==> src/rtl/core/cfd_pkg.sv <==
`timescale 1ns / 1ps
`default_nettype none

package cfd_pkg;

  localparam logic [15:0] CRC_INIT = 16'hFFFF;
  localparam logic [15:0] CRC_POLY = 16'hA001;

  localparam logic [7:0] SYNC1_RESET = 8'hA5;
  localparam logic [7:0] SYNC2_RESET = 8'h5A;
  localparam logic [7:0] END_RESET   = 8'hFF;

  typedef enum logic [1:0] {
    REG_SYNC1 = 2'd0,
    REG_SYNC2 = 2'd1,
    REG_END   = 2'd2
  } reg_index_t;

  typedef enum logic [2:0] {
    EV_NONE    = 3'd0,
    EV_PAYLOAD = 3'd1,
    EV_ACCEPT  = 3'd2,
    EV_CRCBAD  = 3'd3,
    EV_NOEND   = 3'd4
  } event_t;

  typedef enum logic [7:0] {
    PH_SYNC1 = 8'b0000_0001,
    PH_SYNC2 = 8'b0000_0010,
    PH_LEN   = 8'b0000_0100,
    PH_CMD   = 8'b0000_1000,
    PH_DATA  = 8'b0001_0000,
    PH_CRCH  = 8'b0010_0000,
    PH_CRCL  = 8'b0100_0000,
    PH_END   = 8'b1000_0000
  } phase_t;

  typedef struct packed {
    logic [7:0] sync1;
    logic [7:0] sync2;
    logic [7:0] end_val;
  } cfg_t;

  typedef struct packed {
    event_t     event_res;
    logic [7:0] payload_byte;
    logic [7:0] payload_index;
    logic [7:0] frame_command;
    logic [7:0] frame_length;
  } result_t;

  // CRC-16/MODBUS, one byte, LSB first
  function automatic logic [15:0] crc_feed(input logic [15:0] crc, input logic [7:0] b);
    logic [15:0] c;
    begin
      c = crc ^ {8'h00, b};
      for (int k = 0; k < 8; k++) begin
        c = c[0] ? ((c >> 1) ^ CRC_POLY) : (c >> 1);
      end
      return c;
    end
  endfunction

endpackage

`default_nettype wire

==> src/rtl/core/cfd_parser.sv <==
`timescale 1ns / 1ps
`default_nettype none

module cfd_parser (
  input  wire logic           clk,
  input  wire logic           rst_n,
  input  wire logic           item_en,
  input  wire logic [7:0]     rx_byte,
  input  wire cfd_pkg::cfg_t  cfg,
  output cfd_pkg::result_t    res
);

  cfd_pkg::phase_t phase_r, phase_nxt;
  logic [15:0]     crc_r, crc_nxt;
  logic [7:0]      crch_r, crch_nxt;
  logic [7:0]      len_r, len_nxt;
  logic [7:0]      cmd_r, cmd_nxt;
  logic [7:0]      cnt_r, cnt_nxt;

  logic [15:0]     crc_run;
  logic [15:0]     crc_fresh;
  logic            is_sync1;
  cfd_pkg::phase_t resync_phase;
  logic [15:0]     resync_crc;
  logic [7:0]      cnt_inc;
  cfd_pkg::event_t ev;

  assign crc_run   = cfd_pkg::crc_feed(crc_r, rx_byte);
  assign crc_fresh = cfd_pkg::crc_feed(cfd_pkg::CRC_INIT, rx_byte);
  assign is_sync1  = (rx_byte == cfg.sync1);
  assign resync_phase = is_sync1 ? cfd_pkg::PH_SYNC2 : cfd_pkg::PH_SYNC1;
  assign resync_crc   = is_sync1 ? crc_fresh : cfd_pkg::CRC_INIT;
  assign cnt_inc      = cnt_r + 8'd1;

  always_comb begin
    phase_nxt = phase_r;
    crc_nxt   = crc_r;
    crch_nxt  = crch_r;
    len_nxt   = len_r;
    cmd_nxt   = cmd_r;
    cnt_nxt   = cnt_r;
    ev        = cfd_pkg::EV_NONE;
    case (phase_r)
      cfd_pkg::PH_SYNC1: begin
        phase_nxt = resync_phase;
        crc_nxt   = resync_crc;
      end
      cfd_pkg::PH_SYNC2: begin
        if (rx_byte == cfg.sync2) begin
          phase_nxt = cfd_pkg::PH_LEN;
          crc_nxt   = crc_run;
        end else begin
          phase_nxt = resync_phase;
          crc_nxt   = resync_crc;
        end
      end
      cfd_pkg::PH_LEN: begin
        len_nxt   = rx_byte;
        crc_nxt   = crc_run;
        phase_nxt = cfd_pkg::PH_CMD;
      end
      cfd_pkg::PH_CMD: begin
        cmd_nxt   = rx_byte;
        crc_nxt   = crc_run;
        cnt_nxt   = 8'd0;
        phase_nxt = (len_r == 8'd0) ? cfd_pkg::PH_CRCH : cfd_pkg::PH_DATA;
      end
      cfd_pkg::PH_DATA: begin
        ev      = cfd_pkg::EV_PAYLOAD;
        crc_nxt = crc_run;
        cnt_nxt = cnt_inc;
        if (cnt_inc >= len_r) begin
          phase_nxt = cfd_pkg::PH_CRCH;
        end
      end
      cfd_pkg::PH_CRCH: begin
        crch_nxt  = rx_byte;
        phase_nxt = cfd_pkg::PH_CRCL;
      end
      cfd_pkg::PH_CRCL: begin
        if ({crch_r, rx_byte} == crc_r) begin
          phase_nxt = cfd_pkg::PH_END;
        end else begin
          ev        = cfd_pkg::EV_CRCBAD;
          phase_nxt = resync_phase;
          crc_nxt   = resync_crc;
        end
      end
      cfd_pkg::PH_END: begin
        if (rx_byte == cfg.end_val) begin
          ev        = cfd_pkg::EV_ACCEPT;
          phase_nxt = cfd_pkg::PH_SYNC1;
          crc_nxt   = cfd_pkg::CRC_INIT;
        end else begin
          ev        = cfd_pkg::EV_NOEND;
          phase_nxt = resync_phase;
          crc_nxt   = resync_crc;
        end
      end
      default: begin
        phase_nxt = cfd_pkg::PH_SYNC1;
        crc_nxt   = cfd_pkg::CRC_INIT;
      end
    endcase
  end

  always_comb begin
    res.event_res     = ev;
    res.payload_byte  = (ev == cfd_pkg::EV_PAYLOAD) ? rx_byte : 8'd0;
    res.payload_index = (ev == cfd_pkg::EV_PAYLOAD) ? cnt_r : 8'd0;
    res.frame_command = (ev == cfd_pkg::EV_NONE) ? 8'd0 : cmd_r;
    res.frame_length  = (ev == cfd_pkg::EV_NONE) ? 8'd0 : len_r;
  end

  always_ff @(posedge clk) begin
    if (!rst_n) begin
      phase_r <= cfd_pkg::PH_SYNC1;
      crc_r   <= cfd_pkg::CRC_INIT;
      crch_r  <= 8'd0;
      len_r   <= 8'd0;
      cmd_r   <= 8'd0;
      cnt_r   <= 8'd0;
    end else if (item_en) begin
      phase_r <= phase_nxt;
      crc_r   <= crc_nxt;
      crch_r  <= crch_nxt;
      len_r   <= len_nxt;
      cmd_r   <= cmd_nxt;
      cnt_r   <= cnt_nxt;
    end
  end

endmodule

`default_nettype wire

==> src/rtl/core/cfd_out_buf.sv <==
`timescale 1ns / 1ps
`default_nettype none

module cfd_out_buf (
  input  wire logic              clk,
  input  wire logic              rst_n,
  input  wire logic              push,
  input  wire cfd_pkg::result_t  res_in,
  output logic                   full,
  output logic                   out_valid,
  input  wire logic              out_stall,
  output cfd_pkg::result_t       out_res
);

  logic             out_valid_r, out_valid_nxt;
  logic             skid_valid_r, skid_valid_nxt;
  cfd_pkg::result_t out_r, out_nxt;
  cfd_pkg::result_t skid_r, skid_nxt;
  logic             take;

  assign take      = out_valid_r && !out_stall;
  assign full      = skid_valid_r;
  assign out_valid = out_valid_r;
  assign out_res   = out_r;

  always_comb begin
    out_valid_nxt  = out_valid_r;
    skid_valid_nxt = skid_valid_r;
    out_nxt        = out_r;
    skid_nxt       = skid_r;
    if (!out_valid_r || take) begin
      if (skid_valid_r) begin
        out_nxt        = skid_r;
        out_valid_nxt  = 1'b1;
        skid_valid_nxt = push;
        if (push) begin
          skid_nxt = res_in;
        end
      end else begin
        out_valid_nxt = push;
        if (push) begin
          out_nxt = res_in;
        end
      end
    end else if (push) begin
      // hold the head beat, park the new one
      skid_valid_nxt = 1'b1;
      skid_nxt       = res_in;
    end
  end

  always_ff @(posedge clk) begin
    if (!rst_n) begin
      out_valid_r  <= 1'b0;
      skid_valid_r <= 1'b0;
    end else begin
      out_valid_r  <= out_valid_nxt;
      skid_valid_r <= skid_valid_nxt;
    end
  end

  always_ff @(posedge clk) begin
    out_r  <= out_nxt;
    skid_r <= skid_nxt;
  end

endmodule

`default_nettype wire

==> src/rtl/core/crc16_frame_deframer_unit.sv <==
// A result beat is registered in the output buffer, in the cycle after its byte is accepted when no earlier beat waits.
// Throughput: one byte per cycle while in_stall is low; the CRC byte update and the frame state
// machine are combinational, and a two-beat output buffer stalls input only when both beats are full.
// Reset (synchronous, rst_n low): parser waits for sync one, CRC = 0xFFFF,
// sync bytes 0xA5/0x5A, end byte 0xFF, output buffer empty.
`timescale 1ns / 1ps
`default_nettype none

module crc16_frame_deframer_unit (
  input  wire logic       clk,
  input  wire logic       rst_n,

  input  wire logic       in_valid,
  output logic            in_stall,
  input  wire logic [7:0] in_rx_byte,

  output logic            out_valid,
  input  wire logic       out_stall,
  output logic [2:0]      out_event_res,
  output logic [7:0]      out_payload_byte,
  output logic [7:0]      out_payload_index,
  output logic [7:0]      out_frame_command,
  output logic [7:0]      out_frame_length,

  input  wire logic       cfg_valid,
  output logic            cfg_ready,
  input  wire logic [1:0] cfg_index,
  input  wire logic [7:0] cfg_data
);

  cfd_pkg::cfg_t    cfg_r;
  cfd_pkg::result_t res;
  cfd_pkg::result_t out_res;
  logic             buf_full;
  logic             item_en;

  assign cfg_ready = 1'b1;
  assign in_stall  = buf_full;
  assign item_en   = in_valid && !buf_full;

  always_ff @(posedge clk) begin
    if (!rst_n) begin
      cfg_r.sync1   <= cfd_pkg::SYNC1_RESET;
      cfg_r.sync2   <= cfd_pkg::SYNC2_RESET;
      cfg_r.end_val <= cfd_pkg::END_RESET;
    end else if (cfg_valid && cfg_ready) begin
      case (cfg_index)
        cfd_pkg::REG_SYNC1: cfg_r.sync1   <= cfg_data;
        cfd_pkg::REG_SYNC2: cfg_r.sync2   <= cfg_data;
        cfd_pkg::REG_END:   cfg_r.end_val <= cfg_data;
        default: begin
        end
      endcase
    end
  end

  cfd_parser u_parser (
    .clk     (clk),
    .rst_n   (rst_n),
    .item_en (item_en),
    .rx_byte (in_rx_byte),
    .cfg     (cfg_r),
    .res     (res)
  );

  cfd_out_buf u_out_buf (
    .clk       (clk),
    .rst_n     (rst_n),
    .push      (item_en),
    .res_in    (res),
    .full      (buf_full),
    .out_valid (out_valid),
    .out_stall (out_stall),
    .out_res   (out_res)
  );

  assign out_event_res     = out_res.event_res;
  assign out_payload_byte  = out_res.payload_byte;
  assign out_payload_index = out_res.payload_index;
  assign out_frame_command = out_res.frame_command;
  assign out_frame_length  = out_res.frame_length;

  a_stall_needs_beat: assert property (@(posedge clk) disable iff (!rst_n)
    in_stall |-> out_valid)
    else $error("input stalled with no result beat pending");

  a_accept_gives_beat: assert property (@(posedge clk) disable iff (!rst_n)
    (in_valid && !in_stall) |=> out_valid)
    else $error("accepted byte produced no result beat");

  a_payload_zero: assert property (@(posedge clk) disable iff (!rst_n)
    (out_valid && out_event_res != cfd_pkg::EV_PAYLOAD) |->
      (out_payload_byte == 8'd0 && out_payload_index == 8'd0))
    else $error("payload fields nonzero outside a payload beat");

  a_none_zero: assert property (@(posedge clk) disable iff (!rst_n)
    (out_valid && out_event_res == cfd_pkg::EV_NONE) |->
      (out_frame_command == 8'd0 && out_frame_length == 8'd0))
    else $error("frame fields nonzero on an empty beat");

endmodule

`default_nettype wire

==> config.mk <==
export PLATFORM = sky130hd
export DESIGN_NAME = crc16_frame_deframer_unit
export DESIGN_NICKNAME = d
export VERILOG_FILES = /design/src/rtl/core/cfd_pkg.sv /design/src/rtl/core/cfd_parser.sv /design/src/rtl/core/cfd_out_buf.sv /design/src/rtl/core/crc16_frame_deframer_unit.sv
export SDC_FILE = /design/constraint.sdc
export NUM_CORES = 1
export LEC_CHECK = 0
export ABC_AREA = 1
export BUFFER_PORTS_ARGS = -buffer_cell sky130_fd_sc_hd__buf_2
export CORE_ASPECT_RATIO = 0.9
export CORE_MARGIN = 4
export CORE_UTILIZATION = 40
export DETAILED_ROUTE_END_ITERATION = 10
export GPL_TIMING_DRIVEN = 0
export HOLD_SLACK_MARGIN = 0.15
export SLEW_MARGIN = 20
export SYNTH_ARGS = -nofsm -noshare
export SYNTH_HDL_FRONTEND = slang
export SYNTH_SLANG_ARGS = --single-unit
==> constraint.sdc <==
create_clock -name clk -period 3.5 [get_ports clk]
set_clock_uncertainty 0.15 [all_clocks]
set_input_delay 0.525 -clock clk [delete_from_list [all_inputs] [get_ports clk]]
set_output_delay 0.525 -clock clk [all_outputs]
set_load 0.01 [all_outputs]
Word-level counts from Yosys, hierarchy flattened
Index checks and enable logic that the tools add are counted.
{"block": "word_totals", "latch_bits": 0, "ramBits": 0, "mem_count": 0, "ff_bits": 152, "romBits": 0, "word_cells": 128}
{"block": "classes", "n_mul": 0, "n_reduce_logical": 23, "bitwise": 19, "n_mux": 45, "div_mod_pow": 0, "addsub": 1, "eq_ne": 18, "shifts": 0, "magnitude_cmp": 1}
{"cell": "$mux W16", "n": 20}
{"cell": "$mux W35", "n": 5}
{"cell": "$pmux W16 S6", "n": 1}
{"cell": "$mux W8", "n": 8}
{"cell": "$pmux W8 S8", "n": 1}
{"cell": "$not A2 Y3", "n": 16}
{"cell": "$eq A8 B8 Y1", "n": 3}
{"cell": "$reduce_and A2 Y1", "n": 9}
{"cell": "$eq A16 B16 Y1", "n": 1}
{"cell": "$not A8 Y16", "n": 1}
{"cell": "$pmux W8 S2", "n": 1}
{"cell": "$xor A16 B8 Y16", "n": 1}
{"cell": "$pmux W3 S3", "n": 1}
{"cell": "$add A8 B1 Y8 const B", "n": 1}
{"cell": "$eq A8 B1 Y1 const B", "n": 1}
{"cell": "$eq A8 B2 Y1 const B", "n": 1}
{"cell": "$eq A8 B3 Y1 const B", "n": 1}
{"cell": "$eq A8 B4 Y1 const B", "n": 1}
{"cell": "$eq A8 B5 Y1 const B", "n": 1}
{"cell": "$eq A8 B6 Y1 const B", "n": 1}
{"cell": "$eq A8 B7 Y1 const B", "n": 1}
{"cell": "$eq A8 B8 Y1 const B", "n": 1}
{"cell": "$ge A8 B8 Y1", "n": 1}
{"cell": "$logic_not A8 Y1", "n": 1}
{"cell": "other kinds (18)", "n": 28}

Logic depth before layout (Yosys ltp)
Gate-level depths: netlist (run 1).
{"block": "logic_depth", "ltp_word": 20, "ltp_mapped": 16}

Hierarchy
Synthesis (run 1) repeated with hierarchy kept, for this count alone.
{"block": "unflattened", "hier_cells": 935, "area_unflattened_um2": 7563.5}
{"mod": "cfd_parser", "cells_each": 608, "area_each_um2": 3930.0, "seq_area_each_um2": 1121.1, "n_inst": 1}
{"mod": "cfd_out_buf", "cells_each": 197, "area_each_um2": 2660.1, "seq_area_each_um2": 2142.1, "n_inst": 1}
{"mod": "crc16_frame_deframer_unit", "cells_each": 130, "area_each_um2": 973.4, "seq_area_each_um2": 480.5, "n_inst": 1}

Worst setup path after synthesis (run 1)
No wires, ideal clock.
{"block": "synth_timing", "kind": "flip-flop to flip-flop", "start": "register u_out_buf.skid_valid_r (netlist: u_out_buf.full)", "end": "register u_out_buf.out_r, in the netlist u_out_buf.out_res[0], enable pin", "stages_incl_launch_ff": 4, "synth_period_minus_slack_ns": 2.928, "t_arrival_ns": 2.339, "n_path_buf": 1, "setup_slack_ns": 0.572, "path_cell_list": "dfxtp_1 > buf_2 > nor2_1 > a21oi_1"}
{"block": "synth_between", "elab_chain_cells": 4}
{"element": "start: declaration", "line": "cfd_out_buf.sv:16", "source": "logic skid_valid_r, skid_valid_nxt;"}
{"element": "start signal: assignment", "line": "cfd_out_buf.sv:58", "source": "skid_valid_r <= skid_valid_nxt;"}
{"element": "$logic_not A1 Y1", "line": "crc16_frame_deframer_unit.sv:39", "source": "assign item_en = in_valid && !buf_full;"}
{"element": "$logic_and A1 B1 Y1", "line": "crc16_frame_deframer_unit.sv:39"}
{"element": "$reduce_bool A2 Y1 (no line) *"}
{"element": "$reduce_and A2 Y1 (no line) *"}
{"element": "end signal: assignment", "line": "cfd_out_buf.sv:63", "source": "out_r <= out_nxt;"}
{"element": "end: declaration", "line": "cfd_out_buf.sv:17", "source": "cfd_pkg::result_t out_r, out_nxt;"}
Mark *: on every way between the ends. The rest lies on a longest branch, timed or not.
A chain may end at the register's enable or synchronous reset.

Worst setup path in the final report (run 1)
{"block": "layout_timing", "start": "register u_parser.cnt_r[0]", "end": "register u_parser.phase_r[2]"}
{"block": "layout_between", "elab_chain_cells": 4}
{"element": "start: declaration", "line": "cfd_parser.sv:18", "source": "logic [7:0] cnt_r, cnt_nxt;"}
{"element": "start signal: assignment", "line": "cfd_parser.sv:129", "source": "cnt_r <= cnt_nxt;"}
{"element": "$add A8 B1 Y8", "line": "cfd_parser.sv:33", "source": "assign cnt_inc = cnt_r + 8'd1;"}
{"element": "$ge A8 B8 Y1", "line": "cfd_parser.sv:72", "source": "if (cnt_inc >= len_r) begin"}
{"element": "$ne A2 B1 Y1 (no line)"}
{"element": "$reduce_and A2 Y1 (no line)"}
{"element": "end signal: assignment", "line": "cfd_parser.sv:117", "source": "phase_r <= cfd_pkg::PH_SYNC1;"}
{"element": "end signal: assignment", "line": "cfd_parser.sv:124", "source": "phase_r <= phase_nxt;"}
{"element": "end: declaration", "line": "cfd_parser.sv:13", "source": "cfd_pkg::phase_t phase_r, phase_nxt;"}
No other way between the ends.

==> impl_results.md, run 1 <==
- Area share of fa/ha/maj cells after synthesis: 0.02028
- Max_cap viols: 0
- Final #Nets: 1001
- Post-CTS Setup Bufs: 0
- Final Setup Violations: 0
- Port Buf Inserts: 51
- FP Rows: 46
- Routed Antenna Nets: 0
- Worst EP arrival: 3.10 ns
- Slew @ Worst Pin: 0.9407 ns
- Clock latency on the worst-skew pair: 0.43 ns
- Synth top cells by count: 261 x nand2_1, 82 x dfxtp_1, 82 x inv_1
- Placed cell area: 0.008031 sq mm
- Chip width: around 150 um
- FMAX: 341.1 MHz
- Util after Layout: 0.4815
- Chip height: 137.1 um
- Complex-gate fraction of the synthesized area: 0.09787
- Seq pwr share: 0.462
- Global-route wire length before repair: 29330 um
- Syn Nets: 929
- Power density cells: 489.7 mW/mm^2
- Area leader, netlist: edfxtp_1
- Post-Synthesis Mean Instance Area: roughly 8.3 sq um
- Mux cell area share after synthesis: 0
- Combinational cell fraction of total power: 0.100
- Peak VDD IR: 0.3458 mV
- Status: finished clean
- HPWL after DPL: 13080 um
- Core ar.: ~0.018 sq mm
- Simple-gate share of the synthesized area: 0.2485
- Post-CTS Resized: 0
- RSZ-0062 raised after global routing: no
- Main combinational cell family by area after synthesis: simple AND/OR/NAND/NOR gates
- DRC viols: 0
- H-tree levels: 4
- Layout cells sized above 1: 0.1481
- Post-synth ARST share: 0
- Post-synth EDFFs: 70
- Sw frac: 0.2590
- Initial Util: 0.4135
- Slowest CP cell: dfxtp_1
- Seq/Total Area, Yosys: 0.5057
- Clock sink count: 152
- CP cell instances: inv_1 > nor3_1 > nand3_1 > nor3_1 > xor2_1 > ha_1 > a21oi_1 > o21a_1 > nand4_1 > nand2_2 > inv_1 > o21ai_0 > nor2_1
- Area grow syn2layout: 16.45%
- Final hold vios: 0
- CP peak stage delay: 0.42 ns
- Post-synth top area share: 0.2840
- XOR/XNOR Fraction of Synth Area: 0.05561
- Unique masters post-synth: 42
- Final instance area: about 0.0086 sq mm
- Yosys reg bits: 152
- Diodes inserted: 0
- Syn Std Cell Area: 0.007402 sq mm
- Post-layout min period: 2.932 ns
- Slew Limit Headroom: 0.3680
- Die Footprint: just over 0.02 sq mm
- Critical path launch point type: flop
- Setup CP Type: flop to flop
- Final GP Congestion: slightly below 0.9
- Leak: 3.939 nW
- Cells after Synth: 894
- DRT Pass-1 Iters: 5
- CTS tree: built
- P_int: 3.128 mW
- DR vias: 5949
- Count leader, synth: nand2_1
- Num ports: 61
- DRT iter0 DRCs: 522
- Critical Path RT: between 3 and 4 ns
- Pwr Total: 4.221 mW
- Clock Tree Buf Depth: 2
- WL/cell: 14.68 um
- Top_reg_cell synth: dfxtp_1
- Synth top area cells: edfxtp_1 28%, dfxtp_1 22%, nand2_1 13%, o21ai_0 4.3%, inv_1 4.2%
- Vias per cell: 4.880
- Peak fanout along the critical path: 9
- Initial antenna violation count: 0
- Clk pwr share: 0.439
- Final slew viol count: 0
- Post-CTS Hold Fix Bufs: 0
- Critical Path Sink Type: flop
- Total number of yosys warnings: 0
- Inserted Clock Buffers: 17
- Clock Pin Slew Worst Setup and Hold Paths: ~0.060 ns
- DRT Wirelength: 17890 um
- Gr usage total: 0.1821
- NetSw: between 1 and 1.5 mW
- Vias in the first global route: between 5000 and 6000
- Root buf cell: clkbuf_16
- Largest net degree at the start of global routing: 23
- Worst hold path class: primary input to flop
- Hold_ws: roughly 0.18 ns
- Ratio of final minimum period to clock period: 0.8376
- Gr ovfl total: 0
[sequential cells by signal (all words and copies together) (netlist names)]
name / flops
cfg_r: 24
u_out_buf.full: 1
u_out_buf.out_res: 35
u_out_buf.out_valid: 1
u_out_buf.skid_r: 35
u_parser.cmd_r: 8
u_parser.cnt_r: 8
u_parser.crc_r: 16
u_parser.crch_r: 8
u_parser.len_r: 8
u_parser.phase_r: 8
[cells by family after synthesis]
logic type,after synthesis
buf+inv,125
xor+xnor,44
fa+ha+maj,12
other cells,1
flops,152
compound gates,136
simple gates,424
[placed cells by master, fill, tap and decap left out, types with 4 or more instances in the layout]
cell type	netlist	routed
nand2_1	261	261
inv_1	82	82
dfxtp_1	82	82
edfxtp_1	70	70
nor2_1	67	66
o21ai_0	64	64
buf_2	9	60
a21oi_1	51	50
nand3_1	49	49
xor2_1	21	21
xnor2_1	21	21
clkbuf_16	0	17
clkbuf_1	16	16
ha_1	12	12
nor3_1	11	11
inv_2	9	9
or2_2	9	9
nor2_2	7	7
o211ai_1	6	6
buf_4	5	5
inv_6	0	5
buf_6	4	4
nand4_2	4	4
nand4_1	4	4
o31ai_1	4	4
[layer usage]
layer	global-route usage	part of all wire
met4	0.05035	0.014
met1	0.2604	0.50
met5	0	0
met3	0.03675	0.047
met2	0.2804	0.44
[final cells by class]
type / count / area [sq um]
fill: 1751 / 9280
clock inverter: 15 / 162.7
tap: 240 / 300.3
inverter: 91 / 341.6
buffer: 34 / 187.7
multi-input combinational: 617 / 3148
timing repair buffer: 53 / 310.3
sequential: 152 / 3744
clock buffer: 17 / 425.4
[worst paths after layout]
path                           from                  end  slack, ns  cells past startpoint
setup / recovery  u_parser.cnt_r[0]  u_parser.phase_r[2]       0.57                     13
hold / removal          cfg_data[6]             cfg_r[6]       0.18                      3
setup reg to reg  u_parser.cnt_r[0]  u_parser.phase_r[2]       0.57                     13
hold reg to reg           cfg_r[12]            cfg_r[12]       0.33                      2
[power by group through the flow]
stage	clock, mW	combinational, mW	sequential (mW)
after floorplan	0	0.273	2.00
after detailed placement	0	0.417	1.99
after global routing	1.95	0.474	1.95
after CTS	1.88	0.419	1.95
final	1.85	0.420	1.95
after global placement	0	0.404	1.99
[worst max-delay path: cells and delay by family, from the launching register on]
family | cells | cell delay, ns
XOR/XNOR | 1 | 0.25
flip-flops | 1 | 0.42
AND/OR/NAND/NOR | 6 | 1.02
adder cells (fa/ha/maj) | 1 | 0.28
AO/OA/AOI/OAI | 3 | 0.47
buffers and inverters | 2 | 0.24
[metrics by stage]
| step | cells | setup slack (ns) | setup TNS [ns] |
|---|---|---|---|
| floorplan | 894 | 0.5722 | 0 |
| global placement | 1185 | -0.3884 | -21.43 |
| detailed placement | 1187 | 0.4262 | 0 |
| CTS | 1219 | 0.5631 | 0 |
| global route | 1219 | 0.2438 | 0 |
| finish | 1219 | 0.5684 | 0 |
No activity file was read; power rests on OpenSTA's default activity.
==> inputs of run 2 (changes only) <==
Clock period 3.5 ns to 2.8 ns, I/O delays scaled along.
==> impl_results.md, run 2 (synthesized netlist as in run 1, its figures left out) <==
- Status: finished clean
- Vias in the first global route: 5791 (+2.0%)
- Critical Path Sink Type: flop
- Sw frac: 0.2584 (-0.0005925)
- Peak fanout along the critical path: 5 (-4)
- WL met1: 8667 um (-2.4%)
- Post-layout min period: 2.600 ns (-0.3314 ns)
- Critical Path RT: 2.95 ns (-0.72 ns)
- Final GP Congestion: 0.8449 (-3.0%)
- Highest metal used: met4
- Initial antenna violation count: 0 (unchanged)
- Layout cells sized above 1: 0.1594 (+0.01132)
- Chip height: 137.1 um (unchanged)
- Slew Limit Headroom: 0.3605 (-0.007565)
- CP cell instances: inv_2 > nor3_4 > nand3_2 > buf_4 > xor2_1 > inv_1 > ha_1 > nand2_1 > nor2_2 > nand2_1 > nand4_1 > nand2_4 > buf_4 > a22oi_1 > nor2_1
- Peak VDD IR: 0.4087 mV (+18%)
- Area grow syn2layout: 18.70%
- Hold_ws: 0.1629 ns (-0.01899 ns)
- Ratio of final minimum period to clock period: 0.9287 (+0.09104)
- DRT Pass-1 Iters: 6 (+1)
- Util after Layout: 0.4908 (+0.009297)
- H-tree levels: 4 (unchanged)
- Clock Tree Buf Depth: 2 (unchanged)
- NetSw: 1.376 mW (+26%)
- DR vias: 6113 (+2.8%)
- Gr ovfl total: 0 (unchanged)
- DRT Wirelength: 18210 um (+1.8%)
- Max_cap viols: 0 (unchanged)
- Diodes inserted: 0 (unchanged)
- Final #Nets: 1013 (+1.2%)
- WL/cell: 14.79 um (+0.79%)
- FP Rows: 46 (unchanged)
- Clk pwr share: 0.441 (+0.002)
- Gr usage total: 0.1833 (+0.001245)
- Largest net degree at the start of global routing: 22 (-4.3%)
- Clock sink count: 152 (unchanged)
- Chip width: 151.4 um (unchanged)
- Slowest CP cell: dfxtp_1
- CTS tree: built
- Critical path launch point type: flop
- Final Setup Violations: 0 (unchanged)
- FF-to-FF setup slack: 0.20 ns (-0.37 ns)
- Leak: 4.042 nW (+2.6%)
- Final hold vios: 0 (unchanged)
- Port Buf Inserts: 51 (unchanged)
- P_int: 3.948 mW (+26%)
- DRT iter0 DRCs: 409 (-22%)
- Power density cells: 606.0 mW/mm^2 (+24%)
- Clock latency on the worst-skew pair: 0.43 ns (about the same)
- DRC viols: 0 (unchanged)
- Initial Util: 0.4135 (unchanged)
- Dpl ws: -0.2102 ns (-0.6364 ns)
- Setup CP Type: flop to flop
- Final instance area: 0.008786 sq mm (+1.9%)
- Global-route wire length before repair: 29410 um (+0.28%)
- Core ar.: 0.01790 sq mm (unchanged)
- FMAX: 384.6 MHz (+13%)
- Placed cell area: 0.008031 sq mm (unchanged)
- FILL cells: 1741 (-0.57%)
- Combinational cell fraction of total power: 0.101 (about the same)
- Final slew viol count: 0 (unchanged)
- Root buf cell: clkbuf_16
- Seq pwr share: 0.457 (-0.005)
- Inserted Clock Buffers: 17 (unchanged)
- Routed Antenna Nets: 0 (unchanged)
- Most frequent cells in the layout: 261 x nand2_1, 81 x inv_1, 81 x dfxtp_1, 70 x edfxtp_1, 65 x nor2_1
- Die Footprint: 0.02075 sq mm (unchanged)
- Worst EP arrival: 2.75 ns (-0.35 ns)
- Met2 WL post-DR: 7941 um (+0.20%)
- Commonest non-fill, non-tap cell in the layout: nand2_1
- Num ports: 61 (unchanged)
- Slew @ Worst Pin: 0.9520 ns (+0.01126 ns)
- Worst Path Buf+Inv: 4 (+2)
- Vias per cell: 4.966 (+1.8%)
- Clock Pin Slew Worst Setup and Hold Paths: 0.07 ns (about the same)
- HPWL after DPL: 13040 um (-0.24%)
- Crit-path leading delay family: simple AND/OR/NAND/NOR gates
- Worst hold path class: primary input to flop
- DR WL met3: 1093 um (+30%)
- Final worst slack: 0.1998 ns (-0.3686 ns)
- CP peak stage delay: 0.37 ns (-0.05 ns)
## run 2: power by group through the flow
stage	Clock, mW	Combinational, mW	Sequential, mW
3_3_place_gp	0	0.506	2.48
5_1_grt	2.48	0.609	2.44
6_report	2.35	0.540	2.43
2_1_floorplan	0	0.342	2.50
3_5_place_dp	0	0.522	2.48
4_1_cts	2.39	0.534	2.43
## run 2: worst min-delay path, cell delays in order
cell and delay, ns:
buf_2 0.09, nor2_1 0.07, a21oi_1 0.12
## run 2: cell type report
class / count / area (sq um) / share of cell area
Buffer: 34 / 187.7 / 0.02136
Clock inverter: 14 / 161.4 / 0.01837
Tap cell: 240 / 300.3 / 0.03418
Multi-Input combinational cell: 617 / 3191 / 0.3631
Inverter: 91 / 341.6 / 0.03888
Clock buffer: 18 / 439.2 / 0.04999
Sequential cell: 152 / 3745 / 0.4262
Timing Repair Buffer: 65 / 420.4 / 0.04785
## run 2: per-stage QoR
step	total power [mW]	cells	setup TNS, ns
floorplan	2.838	894	0
global placement	2.990	1185	-7.610
detailed placement	3.005	1187	-3.706
CTS	5.354	1227	0
global route	5.531	1231	-0.02123
finish	5.324	1231	0
## run 2: worst paths after layout
check                     from                  end  cells past startpoint
max          u_parser.cnt_r[2]  u_parser.phase_r[4]                     15
min                   in_valid  u_out_buf.out_valid                      3
max reg2reg  u_parser.cnt_r[2]  u_parser.phase_r[4]                     15
min reg2reg          cfg_r[14]            cfg_r[14]                      2
## run 2: layer usage
layer  track usage  up-vias
li1              -     3076
met1        0.2550     2825
met2        0.2762      175
met3       0.04338       37
met4       0.07100        0
met5             0        -
## run 2: repair_timing
item	in CTS	in global routing
resized for setup	3	8
endpoints found under the hold margin	23	0
buffers inserted	0	4
hold buffers	8	0
pin swaps	0	7
setup endpoints to repair	5	7
==> inputs of run 3 (changes only) <==
Settings changed: CORE_ASPECT_RATIO 0.9 to 0.6.
==> impl_results.md, run 3 (synthesized netlist as in run 1, its figures left out) <==
- RSZ-0062 raised after global routing: yes
- Vias per cell: 5.000 (+0.69%)
- Most frequent cells in the layout: 261 x nand2_1, 82 x inv_1, 81 x dfxtp_1, 70 x edfxtp_1, 66 x nor2_1
- Power density cells: 620.8 mW/mm^2 (+2.4%)
- Sw frac: 0.2630 (+0.004571)
- Final Setup Violations: 0 (unchanged)
- Final slew viol count: 0 (unchanged)
- Final #Nets: 1012 (-0.099%)
- Core ar.: 0.01811 sq mm (+1.2%)
- Peak fanout along the critical path: 5 (unchanged)
- Ratio of final minimum period to clock period: 0.9288 (about the same)
- CTS tree: built
- DRC viols: 0 (unchanged)
- DRT Wirelength: 19680 um (+8.1%)
- Slew Limit Headroom: 0.3720 (+0.01156)
- H-tree levels: 4 (unchanged)
- Initial Util: 0.4086 (-0.004913)
- Hold Startpoint: in_valid
- Final worst slack: 0.1993 ns (-0.0004460 ns)
- Slew @ Worst Pin: 0.9348 ns (-0.01720 ns)
- Final hold vios: 0 (unchanged)
- Leak: 4.048 nW (+0.16%)
- Max_cap viols: 0 (unchanged)
- DR vias: 6150 (+0.61%)
- Routed Antenna Nets: 0 (unchanged)
- Final GP Congestion: 0.9034 (+6.9%)
- Gr usage total: 0.1911 (+0.007736)
- Dpl cells: 1187 (unchanged)
- Critical Path RT: 2.97 ns (+0.02 ns)
- Critical Path Sink Type: flop
- Setup CP Type: flop to flop
- Die Footprint: 0.02082 sq mm (+0.33%)
- Worst EP arrival: 2.77 ns (+0.02 ns)
- Gr ovfl total: 0 (unchanged)
- Commonest non-fill, non-tap cell in the layout: nand2_1
- P_int: 4.028 mW (+2.0%)
- Chip height: 113.4 um (-17%)
- Reg2reg path depth: 13 (-2)
- Finished Layout Cells: 1230 (-0.081%)
- Area grow syn2layout: 18.95%
- FMAX: 384.5 MHz (about the same)
- Worst R2R Start: u_parser.cnt_r[2]
- DRT iter0 DRCs: 556 (+36%)
- Root buf cell: clkbuf_16
- Num ports: 61 (unchanged)
- HPWL after DPL: 14370 um (+10%)
- Status: finished clean
- Hold path depth: 3 (unchanged)
- DRT Pass-1 Iters: 5 (-1)
- Post-layout min period: 2.601 ns (+0.0004460 ns)
- Vias in the first global route: 5541 (-4.3%)
- Clock Pin Slew Worst Setup and Hold Paths: 0.06 ns (about the same)
- Clock sink count: 152 (unchanged)
- FF-to-FF setup slack: 0.20 ns (about the same)
- R2r endpoint: u_parser.phase_r[2]
- Clock latency on the worst-skew pair: 0.43 ns (about the same)
- Inserted Clock Buffers: 17 (unchanged)
- Seq pwr share: 0.446 (-0.011)
- Clock Tree Buf Depth: 2 (unchanged)
- NetSw: 1.437 mW (+4.5%)
- Util after Layout: 0.4860 (-0.004795)
- Critical path launch point type: flop
- Layout cells sized above 1: 0.1586 (-0.0008491)
- Clk pwr share: 0.453 (+0.012)
- Combinational cell fraction of total power: 0.101 (about the same)
- WL/cell: 16.00 um (+8.2%)
- Initial antenna violation count: 0 (unchanged)
- Peak VDD IR: 0.4700 mV (+15%)
- Min-Delay Endpoint: u_out_buf.out_valid
- Chip width: 183.6 um (+21%)
- Dpl ws: -0.1998 ns (+0.01048 ns)
- FP Rows: 38 (-17%)
- Port Buf Inserts: 51 (unchanged)
- Worst hold path class: primary input to flop
- Largest net degree at the start of global routing: 28 (+27%)
- Global-route wire length before repair: 30830 um (+4.8%)
- Pwr Total: 5.466 mW (+2.7%)
- Diodes inserted: 0 (unchanged)
## run 3: changes by cell type in the layout (fill, tap and decap cells not counted), sizes merged
cell    previous run  this run
buf               75        74
bufinv             2         3
inv               97        98
clkbuf            34        33
clkinv             5         4
## run 3: power groups by stage
stage | sequential [mW] | combinational [mW] | clock [mW]
floorplan | 2.50 | 0.342 | 0
global placement | 2.49 | 0.517 | 0
detailed placement | 2.49 | 0.530 | 0
CTS | 2.44 | 0.544 | 2.50
global route | 2.45 | 0.618 | 2.59
finish | 2.44 | 0.554 | 2.47
## run 3: cell type report
| class | count | area, sq um |
|---|---|---|
| buffer | 34 | 187.7 |
| clock buffer | 17 | 425.4 |
| clock inverter | 15 | 207.7 |
| fill | 1711 | 9310 |
| inverter | 91 | 341.6 |
| multi-input combinational | 617 | 3192 |
| sequential | 152 | 3745 |
| tap | 240 | 300.3 |
| timing repair buffer | 64 | 405.4 |
## run 3: repair_timing
action / CTS / global route
hold buffers: 8 / 0
gates resized for setup: 5 / 7
endpoints found under the setup margin: 7 / 5
buffers inserted: 0 / 3
pin swaps: 0 / 4
hold endpoints to repair: 23 / 0
## run 3: worst max-delay path by stage
stage | slack, ns | from | endpoint
floorplan | 0.32 | u_parser.cnt_r[0] | u_parser.phase_r[2]
global placement | -0.19 | u_parser.cnt_r[0] | u_parser.phase_r[2]
detailed placement | -0.20 | u_parser.cnt_r[0] | u_parser.phase_r[2]
CTS | 0.02 | u_parser.cnt_r[0] | u_parser.phase_r[0]
global route | 0.0006 | u_parser.cnt_r[0] | u_parser.phase_r[4]
finish | 0.20 | u_parser.cnt_r[2] | u_parser.phase_r[2]
## run 3: per-layer routing
layer,share of wire,GRT usage
met1,0.53,0.3100
met2,0.37,0.2468
met3,0.093,0.05545
met4,0.0094,0.03869
met5,0,0
## run 3: critical path, cell delays in order (launching register included)
cell and delay [ns]:
dfxtp_1 0.35, inv_1 0.10, nor3_4 0.23, nand3_2 0.16, nor3_4 0.15, xor2_1 0.22, ha_1 0.29, a21oi_2 0.15
o21a_1 0.13, nand4_1 0.14, nand2_4 0.12, inv_1 0.11, o21ai_2 0.15, nor2_1 0.05
## run 3: per-stage QoR
| step | hold slack [ns] | TNS (ns) | instance area, sq um |
|---|---|---|---|
| floorplan | 0.2937 | 0 | 7408 |
| global placement | 0.3107 | -4.111 | 7964 |
| detailed placement | 0.3187 | -1.331 | 8024 |
| CTS | 0.1761 | 0 | 8763 |
| global route | 0.2432 | 0 | 8805 |
| finish | 0.1980 | 0 | 8805 |
